[src/sv/dnpr_pkg.sv]
// Package for the DNP3 object record parser: payload structs, codes,
// layout lookup functions and the result burst descriptor. No dependencies.
package dnpr_pkg;

  typedef enum logic [1:0] {
    KIND_HDR  = 2'd0,
    KIND_DATA = 2'd1,
    KIND_END  = 2'd2,
    KIND_RSVD = 2'd3
  } kind_e;

  typedef enum logic [1:0] {
    ST_OBJ       = 2'd0,
    ST_DONE      = 2'd1,
    ST_UNKNOWN   = 2'd2,
    ST_MALFORMED = 2'd3
  } status_e;

  localparam logic [3:0] LAY_BITS = 4'd0;
  localparam logic [3:0] LAY_FLAG = 4'd1;
  localparam logic [3:0] LAY_CROB = 4'd3;
  localparam logic [4:0] MAP_NODATA  = 5'h1e;
  localparam logic [4:0] MAP_UNKNOWN = 5'h1f;

  typedef struct packed {
    logic [1:0]  kind;
    logic [7:0]  group;
    logic [7:0]  variation;
    logic [2:0]  pfx_sel;
    logic [31:0] start_index;
    logic [31:0] object_count;
    logic [7:0]  data_byte;
  } in_t;

  typedef struct packed {
    logic [1:0]  status;
    logic [3:0]  layout;
    logic [31:0] point_index;
    logic [31:0] prefix_value;
    logic [7:0]  flags;
    logic [31:0] value;
    logic [31:0] off_dur;
    logic [47:0] timestamp;
    logic [7:0]  control_count;
    logic [7:0]  status_byte;
    logic        last;
  } out_t;

  // One transaction's worth of results: n_obj objects, then an optional tail.
  typedef struct packed {
    logic        is_bits;
    logic [3:0]  n_obj;
    logic        tail;
    status_e     tail_status;
    logic [3:0]  layout;
    logic        use_prefix;
    logic [31:0] point_base;
    logic [31:0] prefix;
    logic [7:0]  flags;
    logic [31:0] value;
    logic [31:0] off_dur;
    logic [47:0] stamp;
    logic [7:0]  cnt;
    logic [7:0]  stb;
  } burst_t;

  function automatic logic [4:0] map_layout(input logic [7:0] g, input logic [7:0] v);
    logic [15:0] k;
    logic [4:0]  r;
    k = {g, v};
    case (k)
      {8'd1, 8'd1}, {8'd80, 8'd1}: r = 5'd0;
      {8'd1, 8'd2}, {8'd2, 8'd1}, {8'd10, 8'd2}, {8'd3, 8'd2}, {8'd4, 8'd1}: r = 5'd1;
      {8'd2, 8'd2}:  r = 5'd2;
      {8'd12, 8'd1}: r = 5'd3;
      {8'd20, 8'd1}, {8'd21, 8'd1}, {8'd22, 8'd1}, {8'd30, 8'd1}, {8'd30, 8'd5},
      {8'd32, 8'd1}, {8'd40, 8'd1}: r = 5'd4;
      {8'd22, 8'd2}, {8'd30, 8'd2}, {8'd32, 8'd2}: r = 5'd5;
      {8'd30, 8'd4}: r = 5'd6;
      {8'd32, 8'd3}, {8'd32, 8'd7}: r = 5'd7;
      {8'd50, 8'd3}: r = 5'd8;
      {8'd60, 8'd0}, {8'd60, 8'd1}, {8'd60, 8'd2}, {8'd60, 8'd3},
      {8'd60, 8'd4}: r = MAP_NODATA;
      default: r = MAP_UNKNOWN;
    endcase
    return r;
  endfunction

  function automatic logic [2:0] pfx_bytes(input logic [2:0] mode);
    logic [2:0] r;
    case (mode)
      3'd1, 3'd4: r = 3'd1;
      3'd2, 3'd5: r = 3'd2;
      3'd3, 3'd6: r = 3'd4;
      default:    r = 3'd0;
    endcase
    return r;
  endfunction

  function automatic logic [3:0] rec_len(input logic [3:0] lay);
    logic [3:0] r;
    case (lay)
      4'd0: r = 4'd0;
      4'd2: r = 4'd7;
      4'd3: r = 4'd11;
      4'd4: r = 4'd5;
      4'd5: r = 4'd3;
      4'd6: r = 4'd2;
      4'd7: r = 4'd11;
      4'd8: r = 4'd6;
      default: r = 4'd1;
    endcase
    return r;
  endfunction

  function automatic logic has_flag(input logic [3:0] lay);
    return (lay != 4'd0) && (lay != 4'd6) && (lay != 4'd8);
  endfunction

  function automatic logic [2:0] val_len(input logic [3:0] lay);
    logic [2:0] r;
    case (lay)
      4'd4, 4'd7: r = 3'd4;
      4'd5, 4'd6: r = 3'd2;
      default:    r = 3'd0;
    endcase
    return r;
  endfunction

endpackage

[src/sv/dnpr_if.sv]
// Valid/ready channel interfaces for the parser's input items and results.
// Depends on dnpr_pkg.
interface dnpr_in_if;
  logic          valid;
  logic          ready;
  dnpr_pkg::in_t data;
  modport source (output valid, output data, input ready);
  modport sink   (input valid, input data, output ready);
endinterface

interface dnpr_out_if;
  logic           valid;
  logic           ready;
  dnpr_pkg::out_t data;
  modport source (output valid, output data, input ready);
  modport sink   (input valid, input data, output ready);
endinterface

[src/sv/dnp3_object_record_parser.sv]
// DNP3 object record parser top level: decode state and per-byte field
// assembly. Depends on dnpr_pkg, dnpr_if and dnpr_emit.
//
//   channel  dir  payload                         handshake
//   in_i     in   kind, header fields, data_byte  valid/ready
//   out_o    out  status, layout, record fields   valid/ready
//
// Each input transaction is decoded in the cycle it is accepted and its
// results go into a burst register that gives one result per cycle while
// the output is ready. An item yielding at most one result sustains one item
// per cycle while the output is ready; an item with more results, such as a
// packed-bit byte with nine results, stalls the input until its last is taken.
// Reset clears all decode state; no results are pending after reset.
// A stalled output holds the input once the burst register is occupied.
module dnp3_object_record_parser (
  input  logic       clk_i,
  input  logic       rst_ni,
  dnpr_in_if.sink    in_i,
  dnpr_out_if.source out_o
);
  import dnpr_pkg::*;

  logic        busy_q, busy_d;
  logic [3:0]  lay_q, lay_d;
  logic [2:0]  mode_q, mode_d;
  logic [31:0] left_q, left_d;
  logic [31:0] nidx_q, nidx_d;
  logic [3:0]  bpos_q, bpos_d;
  logic        pdone_q, pdone_d;
  logic [31:0] pacc_q, pacc_d;
  logic [7:0]  flag_q, flag_d;
  logic [31:0] vacc_q, vacc_d;
  logic [31:0] oacc_q, oacc_d;
  logic [47:0] sacc_q, sacc_d;
  logic [7:0]  cnt_q, cnt_d;
  logic [7:0]  stb_q, stb_d;

  burst_t      burst;
  logic        produce;
  logic        take;
  logic        accept;
  logic [4:0]  map;
  logic [2:0]  pl;
  logic [3:0]  f;
  logic [3:0]  g;
  logic [3:0]  h;
  logic [3:0]  k;
  logic [7:0]  d;

  assign in_i.ready = take;
  assign accept     = in_i.valid && take;
  assign d          = in_i.data.data_byte;

  always_comb begin
    busy_d = busy_q;  lay_d = lay_q;   mode_d = mode_q; left_d = left_q;
    nidx_d = nidx_q;  bpos_d = bpos_q; pdone_d = pdone_q; pacc_d = pacc_q;
    flag_d = flag_q;  vacc_d = vacc_q; oacc_d = oacc_q; sacc_d = sacc_q;
    cnt_d = cnt_q;    stb_d = stb_q;
    burst = '0;
    burst.tail_status = ST_DONE;
    produce = 1'b0;
    map = map_layout(in_i.data.group, in_i.data.variation);
    pl = pfx_bytes(mode_q);
    f = '0; g = '0; h = '0; k = '0;
    case (in_i.data.kind)
      KIND_HDR: begin
        busy_d = 1'b0; bpos_d = '0; pacc_d = '0; flag_d = '0; vacc_d = '0;
        oacc_d = '0; sacc_d = '0; cnt_d = '0; stb_d = '0; pdone_d = 1'b0;
        produce = 1'b1;
        burst.tail = 1'b1;
        if (map == MAP_UNKNOWN) begin
          lay_d = LAY_BITS;
          burst.tail_status = ST_UNKNOWN;
        end else if (map == MAP_NODATA) begin
          lay_d = LAY_BITS;
        end else begin
          lay_d   = map[3:0];
          mode_d  = in_i.data.pfx_sel;
          nidx_d  = in_i.data.start_index;
          left_d  = in_i.data.object_count;
          pdone_d = pfx_bytes(in_i.data.pfx_sel) == 3'd0;
          burst.layout = map[3:0];
          if (in_i.data.object_count == 32'd0) begin
            burst.tail = 1'b1;
          end else begin
            busy_d  = 1'b1;
            produce = 1'b0;
          end
        end
      end
      KIND_DATA: begin
        if (busy_q && lay_q == LAY_BITS) begin
          if (!pdone_q) begin
            pacc_d[8*bpos_q[1:0] +: 8] = d;
            if ({1'b0, bpos_q} + 5'd1 >= {2'd0, pl}) begin
              pdone_d = 1'b1;
              bpos_d  = '0;
            end else begin
              bpos_d = bpos_q + 4'd1;
            end
          end else begin
            k = (left_q > 32'd8) ? 4'd8 : left_q[3:0];
            nidx_d = nidx_q + {28'd0, k};
            left_d = left_q - {28'd0, k};
            produce          = 1'b1;
            burst.is_bits    = 1'b1;
            burst.n_obj      = k;
            burst.layout     = LAY_BITS;
            burst.use_prefix = (mode_q >= 3'd1) && (mode_q <= 3'd3);
            burst.point_base = nidx_q;
            burst.prefix     = pacc_q;
            burst.flags      = d;
            if (left_d == 32'd0) begin
              busy_d     = 1'b0;
              burst.tail = 1'b1;
            end
          end
        end else if (busy_q) begin
          if (bpos_q < {1'b0, pl}) begin
            pacc_d[8*bpos_q[1:0] +: 8] = d;
          end else begin
            f = bpos_q - {1'b0, pl};
            if (lay_q == LAY_CROB) begin
              if (f == 4'd0)      flag_d = d;
              else if (f == 4'd1) cnt_d = d;
              else if (f < 4'd6)  vacc_d[8*(f - 4'd2) +: 8] = d;
              else if (f < 4'd10) oacc_d[8*(f - 4'd6) +: 8] = d;
              else                stb_d = d;
            end else if (has_flag(lay_q) && f == 4'd0) begin
              flag_d = d;
            end else begin
              g = f - {3'd0, has_flag(lay_q)};
              if (g < {1'b0, val_len(lay_q)}) begin
                vacc_d[8*g[1:0] +: 8] = d;
              end else begin
                h = g - {1'b0, val_len(lay_q)};
                if (h < 4'd6) sacc_d[8*h[2:0] +: 8] = d;
              end
            end
          end
          bpos_d = bpos_q + 4'd1;
          if ({1'b0, bpos_q} + 5'd1 >= {2'd0, pl} + {1'b0, rec_len(lay_q)}) begin
            produce          = 1'b1;
            burst.n_obj      = 4'd1;
            burst.layout     = lay_q;
            burst.use_prefix = (mode_q >= 3'd1) && (mode_q <= 3'd3);
            burst.point_base = nidx_q;
            burst.prefix     = pacc_d;
            burst.flags      = flag_d;
            burst.value      = vacc_d;
            burst.off_dur    = oacc_d;
            burst.stamp      = sacc_d;
            burst.cnt        = cnt_d;
            burst.stb        = stb_d;
            nidx_d = nidx_q + 32'd1;
            left_d = left_q - 32'd1;
            bpos_d = '0; pacc_d = '0; flag_d = '0; vacc_d = '0;
            oacc_d = '0; sacc_d = '0; cnt_d = '0; stb_d = '0;
            if (left_d == 32'd0) begin
              busy_d     = 1'b0;
              burst.tail = 1'b1;
            end
          end
        end
      end
      KIND_END: begin
        if (busy_q) begin
          busy_d = 1'b0;
          bpos_d = '0; pacc_d = '0; flag_d = '0; vacc_d = '0;
          oacc_d = '0; sacc_d = '0; cnt_d = '0; stb_d = '0;
          produce = 1'b1;
          burst.tail = 1'b1;
          burst.tail_status = ST_MALFORMED;
          burst.layout = lay_q;
        end
      end
      default: begin
      end
    endcase
  end

  always_ff @(posedge clk_i or negedge rst_ni) begin
    if (!rst_ni) begin
      busy_q <= 1'b0; lay_q <= '0; mode_q <= '0; left_q <= '0; nidx_q <= '0;
      bpos_q <= '0; pdone_q <= 1'b0; pacc_q <= '0; flag_q <= '0; vacc_q <= '0;
      oacc_q <= '0; sacc_q <= '0; cnt_q <= '0; stb_q <= '0;
    end else if (accept) begin
      busy_q <= busy_d; lay_q <= lay_d; mode_q <= mode_d; left_q <= left_d;
      nidx_q <= nidx_d; bpos_q <= bpos_d; pdone_q <= pdone_d; pacc_q <= pacc_d;
      flag_q <= flag_d; vacc_q <= vacc_d; oacc_q <= oacc_d; sacc_q <= sacc_d;
      cnt_q <= cnt_d; stb_q <= stb_d;
    end
  end

  dnpr_emit u_emit (
    .clk_i   (clk_i),
    .rst_ni  (rst_ni),
    .load_i  (accept && produce),
    .burst_i (burst),
    .take_o  (take),
    .out_o   (out_o)
  );

endmodule

[src/sv/dnpr_emit.sv]
// Result register: holds one burst descriptor and plays out its results,
// one per cycle while out_o.ready is high. Depends on dnpr_pkg and dnpr_if.
module dnpr_emit (
  input  logic             clk_i,
  input  logic             rst_ni,
  input  logic             load_i,
  input  dnpr_pkg::burst_t burst_i,
  output logic             take_o,
  dnpr_out_if.source       out_o
);
  import dnpr_pkg::*;

  logic       valid_q;
  logic [3:0] idx_q;
  burst_t     b_q;
  logic       on_obj;
  logic       final_res;

  assign on_obj    = idx_q < b_q.n_obj;
  assign final_res = b_q.tail ? (idx_q == b_q.n_obj) : (idx_q == b_q.n_obj - 4'd1);
  assign take_o    = !valid_q || (out_o.ready && final_res);
  assign out_o.valid = valid_q;

  always_comb begin
    out_o.data = '0;
    out_o.data.last = final_res;
    if (on_obj) begin
      out_o.data.status        = ST_OBJ;
      out_o.data.layout        = b_q.layout;
      out_o.data.point_index   = b_q.use_prefix ? b_q.prefix
                                                : b_q.point_base + {28'd0, idx_q};
      out_o.data.prefix_value  = b_q.prefix;
      out_o.data.flags         = b_q.is_bits ? {7'd0, b_q.flags[idx_q[2:0]]} : b_q.flags;
      out_o.data.value         = b_q.value;
      out_o.data.off_dur       = b_q.off_dur;
      out_o.data.timestamp     = b_q.stamp;
      out_o.data.control_count = b_q.cnt;
      out_o.data.status_byte   = b_q.stb;
    end else begin
      out_o.data.status = b_q.tail_status;
      out_o.data.layout = b_q.layout;
    end
  end

  always_ff @(posedge clk_i or negedge rst_ni) begin
    if (!rst_ni) begin
      valid_q <= 1'b0;
      idx_q   <= '0;
    end else if (load_i) begin
      valid_q <= 1'b1;
      idx_q   <= '0;
    end else if (valid_q && out_o.ready) begin
      if (final_res) begin
        valid_q <= 1'b0;
      end else begin
        idx_q <= idx_q + 4'd1;
      end
    end
  end

  always_ff @(posedge clk_i) begin
    if (load_i) begin
      b_q <= burst_i;
    end
  end

endmodule
[src/flat_wrapper.sv]
// flat-port wrapper written by rule: the top's interface ports become plain ports
module dnp3_object_record_parser_flat import dnpr_pkg::*;
  (clk_i, rst_ni, in_i_valid, in_i_data, in_i_ready, out_o_valid, out_o_data, out_o_ready);
  dnpr_in_if in_i_i ();
  dnpr_out_if out_o_i ();
  input  logic clk_i;
  input  logic rst_ni;
  input wire logic [$bits(in_i_i.valid)-1:0] in_i_valid;
  input wire logic [$bits(in_i_i.data)-1:0] in_i_data;
  output wire logic [$bits(in_i_i.ready)-1:0] in_i_ready;
  output wire logic [$bits(out_o_i.valid)-1:0] out_o_valid;
  output wire logic [$bits(out_o_i.data)-1:0] out_o_data;
  input wire logic [$bits(out_o_i.ready)-1:0] out_o_ready;
  assign in_i_i.valid = in_i_valid;
  assign in_i_i.data = in_i_data;
  assign in_i_ready = in_i_i.ready;
  assign out_o_valid = out_o_i.valid;
  assign out_o_data = out_o_i.data;
  assign out_o_i.ready = out_o_ready;
  dnp3_object_record_parser u_core (.clk_i(clk_i), .rst_ni(rst_ni), .in_i(in_i_i), .out_o(out_o_i));
endmodule
[config.mk]
export PLATFORM = sky130hd
export DESIGN_NAME = dnp3_object_record_parser_flat
export DESIGN_NICKNAME = d
export VERILOG_FILES = /design/src/sv/dnpr_pkg.sv /design/src/sv/dnpr_if.sv /design/src/sv/dnp3_object_record_parser.sv /design/src/sv/dnpr_emit.sv /design/src/flat_wrapper.sv
export SDC_FILE = /design/constraint.sdc
export NUM_CORES = 1
export LEC_CHECK = 0
export BUFFER_PORTS_ARGS = -buffer_cell sky130_fd_sc_hd__buf_2
export CAP_MARGIN = 20
export CORE_ASPECT_RATIO = 0.75
export CORE_UTILIZATION = 40
export CTS_CLUSTER_DIAMETER = 200
export DETAILED_ROUTE_END_ITERATION = 7
export PLACE_DENSITY = 0.64
export SLEW_MARGIN = 20
export SYNTH_ARGS = -nofsm -noshare
export SYNTH_HDL_FRONTEND = slang
export SYNTH_SLANG_ARGS = --single-unit
[constraint.sdc]
create_clock -name clk_i -period 23.5 [get_ports clk_i]
set_input_delay 4.7 -clock clk_i [delete_from_list [all_inputs] [get_ports clk_i]]
set_output_delay 4.7 -clock clk_i [all_outputs]
set_load 0.05 [all_outputs]
# ---- After elaboration in Yosys (flattened, before gate mapping)
# Memories as Yosys holds them, arrays and structs flattened.
# Index checks and enable logic that the tools add are counted.
dict set report word_totals {
  regBits 463
  latch_bits 0
  ramBits 0
  romBits 64
  inputBits 97
  output_inout_bits 209
  elab_cells 362
  n_memories 1
}
# name words width rd rd_ports_with_merged_regs wr line_no
set memory_table {}
lappend memory_table {{(name not given)} 16 4 1 0 0 dnpr_pkg.sv:102} ;# case (lay)
dict set report classes {
  n_addsub 20
  multipliers 0
  n_div 0
  magnitude_cmp 12
  eq_ne 66
  shift 10
  mux 170
  n_bitwise 5
  n_reduce_logical 48
}
# cell count
set op_table {}
lappend op_table {{32-bit two-way mux} 38}
lappend op_table {{48-bit two-way mux} 9}
lappend op_table {{205-bit two-way mux} 2}
lappend op_table {{32-bit one-hot mux with 3 select lines} 3}
lappend op_table {{200-bit two-way mux} 1}
lappend op_table {{8-bit two-way mux} 25}
lappend op_table {{16-bit by 14-bit == test with 1-bit output, second input constant} 11}
lappend op_table {{48-bit one-hot mux with 3 select lines} 1}
lappend op_table {{8-bit by 34-bit variable shift with 32-bit output, first input constant} 4}
lappend op_table {{8-bit by 34-bit indexed part select with 32-bit output} 4}
lappend op_table {{32-bit bitwise mux} 4}
lappend op_table {{16-bit by 13-bit == test with 1-bit output, second input constant} 8}
lappend op_table {{32-bit one-hot mux with 2 select lines} 2}
lappend op_table {{32-bit logical NOT} 3}
lappend op_table {{77-bit two-way mux} 1}
lappend op_table {{73-bit two-way mux} 1}
lappend op_table {{8-bit one-hot mux with 3 select lines} 3}
lappend op_table {{32-bit negator with 34-bit output} 2}
lappend op_table {{5-bit negator with 34-bit output} 2}
lappend op_table {{32-bit by 4-bit adder with 32-bit output} 2}
lappend op_table {{4-bit two-way mux} 15}
lappend op_table {{5-bit one-hot mux with 10 select lines} 1}
lappend op_table {{48-bit bitwise mux} 1}
lappend op_table {{16-bit by 10-bit == test with 1-bit output, second input constant} 3}
lappend op_table {{other kinds (78)} 185}

# ---- Depth between registers and ports, before layout
# Gate-level depths: netlist of the first run.
dict set report logic_depth {
  depth_word 33
  depth_mapped 21
  mapped_depth_nobuf 20
}

# ---- Cells and area by module
# A second synthesis of the first run with hierarchy kept.
dict set report hier_totals {
  hier_cells 2927
  area_unflattened_um2 27994.3
}
# module n_inst cells_each area_per_inst_um2 seq_area_each_um2
set modules_own_cells {}
lappend modules_own_cells {dnp3_object_record_parser 1 2283 18731.7 6130.9}
lappend modules_own_cells {dnpr_emit 1 644 9262.6 6521.3}

# ---- Worst setup path before layout of the first run
# OpenSTA, ideal clock, no wires.
dict set report synth_timing {
  path_kind {input to register}
  start {in in_i_data[92]}
  end {reg u_core.u_emit.b_q[0] (netlist bit), enable pin}
  setup_ns 1.182
  arrival_ns 22.659
  required_time_ns 22.318
  path_slack_ns -0.341
  stages 6
  path_buffers 0
  cell_sequence {inv_1 -> ha_1 -> inv_1 -> nor2_1 -> nand2_1 -> a311oi_1}
}
dict set report synth_via {
  elab_chain_len 3
  word_cells_on_any_way 5
  classes_between {eq/ne (2); mux (1); reduce/logical (2)}
}
# item line_no
set synth_rtl {}
lappend synth_rtl {{from (decl)} flat_wrapper.sv:9} ;# input wire logic [$bits(in_i_i.data)-1:0] in_i_data;
lappend synth_rtl {{2-bit == test (tied with other cells)} dnp3_object_record_parser.sv:65} ;# case (in_i.data.kind)
lappend synth_rtl {{1-bit one-hot mux with 3 select lines *} dnp3_object_record_parser.sv:65}
lappend synth_rtl {{1-bit logical AND *} dnp3_object_record_parser.sv:198} ;# .load_i (accept && produce),
lappend synth_rtl {{net u_core.u_emit.load_i} dnpr_emit.sv:6} ;# input logic load_i,
lappend synth_rtl {{to (signal assigned)} dnpr_emit.sv:63} ;# b_q <= burst_i;
lappend synth_rtl {{to (decl)} dnpr_emit.sv:15} ;# burst_t b_q;
# The timed path passes the listed nets; every way through them passes the cells marked *.
# A chain may end at the register's enable or synchronous reset.

# ---- Final worst setup path of the first run
dict set report layout_timing {
  start {in out_o_ready}
  end {out in_i_ready}
}
dict set report layout_via {
  elab_chain_len 2
}
# item line_no
set layout_rtl {}
lappend layout_rtl {{from (decl)} flat_wrapper.sv:13} ;# input wire logic [$bits(out_o_i.ready)-1:0] out_o_ready;
lappend layout_rtl {{1-bit logical AND} dnpr_emit.sv:21} ;# assign take_o = !valid_q || (out_o.ready && final_res);
lappend layout_rtl {{1-bit logical OR} dnpr_emit.sv:21}
lappend layout_rtl {{to (decl)} flat_wrapper.sv:10} ;# output wire logic [$bits(in_i_i.ready)-1:0] in_i_ready;
# No other way between the ends.

==> results of run 1 <==
-- cell families (layout without fill, tap and decap cells) --
family                     after synthesis  count (layout)
other                                    1               3
DFF                                    463             463
and+or+nand+nor                       1203            1203
AOI/OAI and AO/OA                      774             774
xor gates and xnor gates                71              71
adders and majority gates               85              85
muxes                                   93              93
buffers and inverters                  291             528
-- worst min-delay path, stage by stage, from the launching register on --
cell and delay, ns:
dfrtp_1 0.34, nand2_1 0.05, o21ai_0 0.06
-- registers in the layout, indices dropped and copies added, names as in the netlist, 4 cells and up --
signal	count
u_core.oacc_q	32
u_core.sacc_q	48
u_core.left_q	32
u_core.u_emit.b_q	213
u_core.cnt_q	8
u_core.nidx_q	32
u_core.bpos_q	4
u_core.stb_q	8
u_core.u_emit.idx_q	4
u_core.flag_q	8
u_core.vacc_q	32
u_core.lay_q	4
u_core.pacc_q	32
-- how the worst max path moves through the flow --
stage                        startpoint              endpoint  cells past startpoint
after CTS                   out_o_ready            in_i_ready                      4
after detailed placement    out_o_ready            in_i_ready                      4
final                       out_o_ready            in_i_ready                      4
after global placement      out_o_ready            in_i_ready                      4
after global routing        out_o_ready            in_i_ready                      4
after floorplan           in_i_data[89]  u_core.u_emit.b_q[0]                      8
-- cell type report --
cell class	instances	share of cell area, %
Multi-Input combinational cell	2227	45.3
Clock buffer	62	4.07
Clock inverter	30	0.890
Timing Repair Buffer	362	6.11
Sequential cell	463	39.1
Tap cell	946	3.66
Inverter	74	0.859
Antenna cell	2	0.0155
-- through the flow --
stage | util [%] | area [um^2] | instances | hold slack (ns) | power (W)
floorplan | - | 28300 | 2981 | 0.449 | 0.00220
global placement | 43.8 | 30700 | 4072 | 0.465 | 0.00263
detailed placement | 43.8 | 30700 | 4072 | 0.470 | 0.00263
CTS | 46.1 | 32300 | 4164 | 0.485 | 0.00342
global route | 46.1 | 32300 | 4165 | 0.500 | 0.00359
finish | 46.1 | 32300 | 4166 | 0.480 | 0.00343
-- where the power goes --
group          total, W  switching [W]  internal (W)
logic           0.00160        0.00118      0.000426
registers       0.00104       0.000122      0.000916
clock network  0.000787       0.000352      0.000435
total           0.00343        0.00165       0.00178
-- cells in the final DEF (no fill, tap or decap), types with 19 or more instances in the layout --
master,netlist,routed
a21o_1,30,30
a21oi_1,172,170
a22o_1,142,142
a31oi_1,19,19
and2_1,232,232
and3_1,33,33
buf_2,17,304
buf_4,11,56
clkbuf_16,0,49
dfrtp_1,250,250
edfxtp_1,213,213
ha_1,80,79
inv_1,71,71
mux2i_1,81,81
nand2_1,225,225
nand2b_1,21,21
nand3_1,87,86
nand4_1,67,67
nor2_1,246,245
nor2b_1,31,30
nor3_1,83,83
nor4_1,37,35
o21ai_0,151,151
o22ai_1,42,42
o2bb2ai_1,31,31
or3_1,23,23
or4_1,20,20
xnor2_1,37,36
xor2_1,31,31
-- routing by layer --
metal  global-route usage, %  wire (um)
met1                    39.2      44100
met2                    35.5      39100
met3                    4.11       7290
met4                    6.56       2040
met5                       0         37
==> results.ini, run 1 <==
[clock_network]
h-tree-depth = 2
clock-sinks = 463
cts_inserted_buffers = 49
path_clk_slew_ns = 0.06
worstSkewPairLatency_ns = 0.62
ctsResizeCount = 0
cts-hold-fix-buffers = 0
cts_tree = built
cts_setup_buffers = 0
cts-root-buf = clkbuf_16
clockBufferDepth = 3

[pwr]
max-vdd-ir-drop_uv = 74.1
power_density_nw_per_um2 = 106
leakage_nw = 13.1

[final_layout]
multi_input_area_um2 = 14600
fill_cells = 6751
drive_gt1_share_pct = 16.4
regArea_um2 = 12700
final_nets = 3359
syn2layout_area_growth_pct = 14.2

[run_status]
status = finished clean

[place]
hpwl_um = 64100
portBuffers = 305
dp_slack_ns = 13.56
place.gp.congestion = 0.956

[critical_path]
timing.reg2reg.setup_slack_ns = 17.64
rr_startpoint = u_core.mode_q[0]
start_kind = input pin
cp_slowest_cell = buf_2
critPathTopFamily = buffers and inverters
crit_chain = buf_2, nand2_1, nand2_1, buf_2
path_class = in2out
crit_arrival_ns = 5.25
max_stage_delay_ns = 0.26
rr_endpoint = u_core.oacc_q[0]
ff2ff_path_depth = 18
crit_path_end_kind = primary output
crit_required_ns = 18.80
critPathMaxFanout = 3
path_buf_inv = 2

[die]
io_pins = 306
initial_utilization_pct = 40.4
num_rows = 84
die_w_um = 309
dieArea_um2 = 71900
die_height_um = 232
core_area_um2 = 70100

[synthesis]
yosys.area.top_type = edfxtp_1
netlist_area_um2 = 28300
yosysMostFrequentCell = dfrtp_1
syn_nets = 3163
synth_common_cells = dfrtp_1, nor2_1, and2_1
yosysWarnings = 0
syn_area_per_cell_um2 = 9.50
postSynthCellCount = 2981
ys_types = 96
synth_top_family_by_area = simple AND/OR/NAND/NOR gates
yosys-top-cells-area = edfxtp_1, dfrtp_1, and2_1
synth_compound_area_share_pct = 18.9
ys_ff_latch = 463
synth_ff_type = dfrtp_1
synth_seq_area_share_pct = 44.7
synthMuxAreaShare_pct = 3.42
async_reset_ff_share_pct = 54.0
synth_top_area_share_pct = 22.6
synth_edf_count = 213
synth_xor_xnor_area_share_pct = 2.34
synth-adder-area-share_pct = 3.89
synthSimpleGateAreaFrac_pct = 22.7

[timing]
min_period_ns = 9.95
rsz0062_at_grt = no
setup_viol = 0
skew_ns = 0.0275
tightestPinTransition_ns = 1.10
fmax_ghz = 0.100
setup_tns_ns = 0
finalCritPeriodShare_pct = 42.4
layout_setup_ws_ns = 13.55
slew_headroom_pct = 26.6
finalHoldViolations = 0
drv_slew = 0

[min_path]
whs_path_depth = 2
hp-class = reg2reg
hp-start = u_core.oacc_q[28]
min_to = u_core.oacc_q[28]

[global_routing]
track_usage_pct = 25.2
grt_pass1_wl_um = 140000
grt_pass1_vias = 22400
grt_max_degree = 150
grt-ovfl-total = 0
antenna_found_initial = 6

[routing]
drtPass1Iterations = 5
vias_per_cell = 5.93
route.detailed.drc = 0
vias = 24700
drt_iter0_markers = 2410
ant_nets = 0
wirelength_um = 92500
wire_per_inst_um = 22.2

[run]
maxCapViolCount = 0

Note: power is estimated with default switching activity, not from simulation.
==> inputs of run 2 (changes only) <==
--- a/config.mk
+++ b/config.mk
@@ -5,13 +5,14 @@
 export SDC_FILE = /design/constraint.sdc
 export NUM_CORES = 1
 export LEC_CHECK = 0
+export ABC_AREA = 1
 export BUFFER_PORTS_ARGS = -buffer_cell sky130_fd_sc_hd__buf_2
 export CAP_MARGIN = 20
 export CORE_ASPECT_RATIO = 0.75
 export CORE_UTILIZATION = 40
 export CTS_CLUSTER_DIAMETER = 200
 export DETAILED_ROUTE_END_ITERATION = 7
-export PLACE_DENSITY = 0.64
+export PLACE_DENSITY = 0.66
 export SLEW_MARGIN = 20
 export SYNTH_ARGS = -nofsm -noshare
 export SYNTH_HDL_FRONTEND = slang
==> constraint.sdc (replaced) <==
create_clock -name clk_i -period 8.9 [get_ports clk_i]
set_input_delay 1.78 -clock clk_i [delete_from_list [all_inputs] [get_ports clk_i]]
set_output_delay 1.78 -clock clk_i [all_outputs]
set_load 0.05 [all_outputs]
==> results.ini, run 2 <==
[timing]
setup_viol = 0
slew_headroom_pct = 27.7
drv_slew = 0
fmax_ghz = 0.159
finalHoldViolations = 0
holdWs_ns = 0.480
tightestPinTransition_ns = 1.08
skew_ns = 0.0329
finalCritPeriodShare_pct = 70.7
setup_tns_ns = 0
rsz0062_at_grt = no
min_period_ns = 6.29

[pwr]
p_sw_w = 0.00496
max-vdd-ir-drop_uv = 185
clkPwrFrac_pct = 22.4
p_sw_share_pct = 50.5
seq_power_share_pct = 28.3
power_density_nw_per_um2 = 290
intPower_w = 0.00486
p_total_w = 0.00981
leakage_nw = 15.1
power_frac_comb_pct = 49.3

[clock_network]
clock-sinks = 463
h-tree-depth = 2
cts-hold-fix-buffers = 0
cts_setup_buffers = 0
ctsResizeCount = 0
path_clk_slew_ns = 0.06
cts_inserted_buffers = 50
worstSkewPairLatency_ns = 0.62
cts_tree = built
clockBufferDepth = 3
cts-root-buf = clkbuf_16

[final_layout]
drive_gt1_share_pct = 10.9
largest_register_ffs = 213
largest_register = u_core.u_emit.b_q
fin_area_um2 = 33800
reg_top3 = u_core.u_emit.b_q: 213 flops, u_core.sacc_q: 48 flops
syn2layout_area_growth_pct = 12.9
layout_commonest_cell = nand2_1
final_nets = 4449
layout_common_cells = nand2_1, inv_1, nor2_1

[synthesis]
async_reset_ff_share_pct = 54.0
ys_types = 67
synth_ff_type = dfrtp_1
syn_area_per_cell_um2 = 7.33
yosys-top-cells-area = edfxtp_1, dfrtp_1, nand2_1
yosysWarnings = 0
synth_seq_area_share_pct = 42.2
synth_edf_count = 213
synth_common_cells = nand2_1, inv_1, nor2_1
yosysMostFrequentCell = nand2_1
yosys.area.top_type = edfxtp_1
postSynthCellCount = 4084
ys_ff_latch = 463
syn_nets = 4266
netlist_area_um2 = 29900
synth_top_area_share_pct = 21.4

[global_routing]
grt_pass1_vias = 25600
grt-ovfl-total = 0
antenna_found_initial = 7
grt_pass1_wl_um = 152000
track_usage_pct = 25.5
grt_max_degree = 136

[routing]
vias_per_cell = 5.41
vias = 28500
wirelength_um = 99300
ant_nets = 0
drt_iter0_markers = 3325
drtPass1Iterations = 6
route.detailed.drc = 0
wire_per_inst_um = 18.8

[place]
place_area_um2 = 32100
place.gp.congestion = 1.04
hpwl_um = 70700
portBuffers = 305

[min_path]
min_to = u_core.stb_q[7]
hp-start = u_core.stb_q[7]
whs_path_depth = 2
hp-class = reg2reg

[critical_path]
timing.reg2reg.setup_slack_ns = 3.09
crit_arrival_ns = 4.51
crit_path_end_kind = primary output
crit_required_ns = 7.12
start_kind = flip-flop
rr_endpoint = u_core.u_emit.b_q[92]
critPathMaxFanout = 9
rr_startpoint = u_core.bpos_q[0]
path_class = reg2out
ff2ff_path_depth = 19

[die]
initial_utilization_pct = 40.6
die_w_um = 318
core_area_um2 = 73800
io_pins = 306
die_height_um = 239
num_rows = 86
dieArea_um2 = 76000

[run]
maxCapViolCount = 0

[run_status]
status = finished clean

[run 2: cell types whose count changed in the layout (fill, tap and decap cells not counted), moves of 61 or more]
cell     delta
nand2_1   +534
a21oi_1    -61
a22o_1    -142
o21ai_0   +288
mux2i_1    -77
and2_1    -230
nor2_1    +327
nand3_1    +63
inv_1     +621
o22ai_1    +92
[run 2: metrics by stage]
step | worst slack (ns) | util [%] | std cells
after floorplan | 1.67 | - | 4084
after global placement | 2.76 | 43.5 | 5183
after detailed placement | 2.68 | 43.5 | 5183
after CTS | 2.63 | 45.8 | 5277
after global routing | 2.22 | 45.8 | 5278
final | 2.61 | 45.8 | 5278
[run 2: metal layers]
layer  track usage (%)  vias up  share of wire, %
met5                 0        -             0.060
met2              36.3     1204                41
met3              4.52      173               9.0
li1                  -    13700                 -
met4              7.33       10               2.8
met1              38.9    13400                47
[run 2: worst max path at each step]
stage / start / end / slack (ns) / cells past startpoint
after floorplan: in_i_data[92] / u_core.u_emit.b_q[0] / 1.67 / 9
after global placement: in_i_data[92] / u_core.stb_q[5] / 2.76 / 15
after detailed placement: in_i_data[92] / u_core.oacc_q[29] / 2.68 / 15
after CTS: u_core.u_emit.idx_q[1] / out_o_data[197] / 2.63 / 13
after global routing: u_core.u_emit.idx_q[1] / out_o_data[197] / 2.22 / 13
final: u_core.u_emit.idx_q[1] / out_o_data[197] / 2.61 / 13
[run 2: final cells by class]
type	count	area, um^2
antenna	1	2.50
clock buffer	69	1410
clock inverter	25	293
fill	7430	40000
inverter	709	2670
multi-input combinational	2714	13800
sequential	463	12700
tap	968	1210
timing repair buffer	329	1750
[run 2: logic make-up after synthesis]
family / count (synthesis) / share of synthesized area [%]
AND/OR/NAND/NOR: 1700 / 23.9
buffers and inverters: 907 / 11.7
AO/OA/AOI/OAI: 836 / 15.7
flip-flops: 463 / 42.2
XOR/XNOR: 87 / 2.57
adder cells (fa/ha/maj): 85 / 3.68
multiplexers: 5 / 0.171
other: 1 / 0.0125
[run 2: power groups by stage]
stage	registers, W	clock network, W	logic [W]
finish	0.00278	0.00220	0.00484
global route	0.00280	0.00230	0.00524
CTS	0.00276	0.00224	0.00478
detailed placement	0.00280	0	0.00477
global placement	0.00280	0	0.00474
floorplan	0.00271	0	0.00354
[run 2: worst max-delay path, stage by stage (launching register included)]
cell	delay (ns)
dfrtp_1	0.55
inv_1	0.23
fa_1	0.49
o21ai_1	0.23
nand2_1	0.16
nor3_2	0.39
nand4_1	0.32
nor4_1	0.42
nand3_1	0.20
nor3_1	0.24
xor2_1	0.19
o21ai_0	0.14
inv_1	0.08
buf_2	0.25
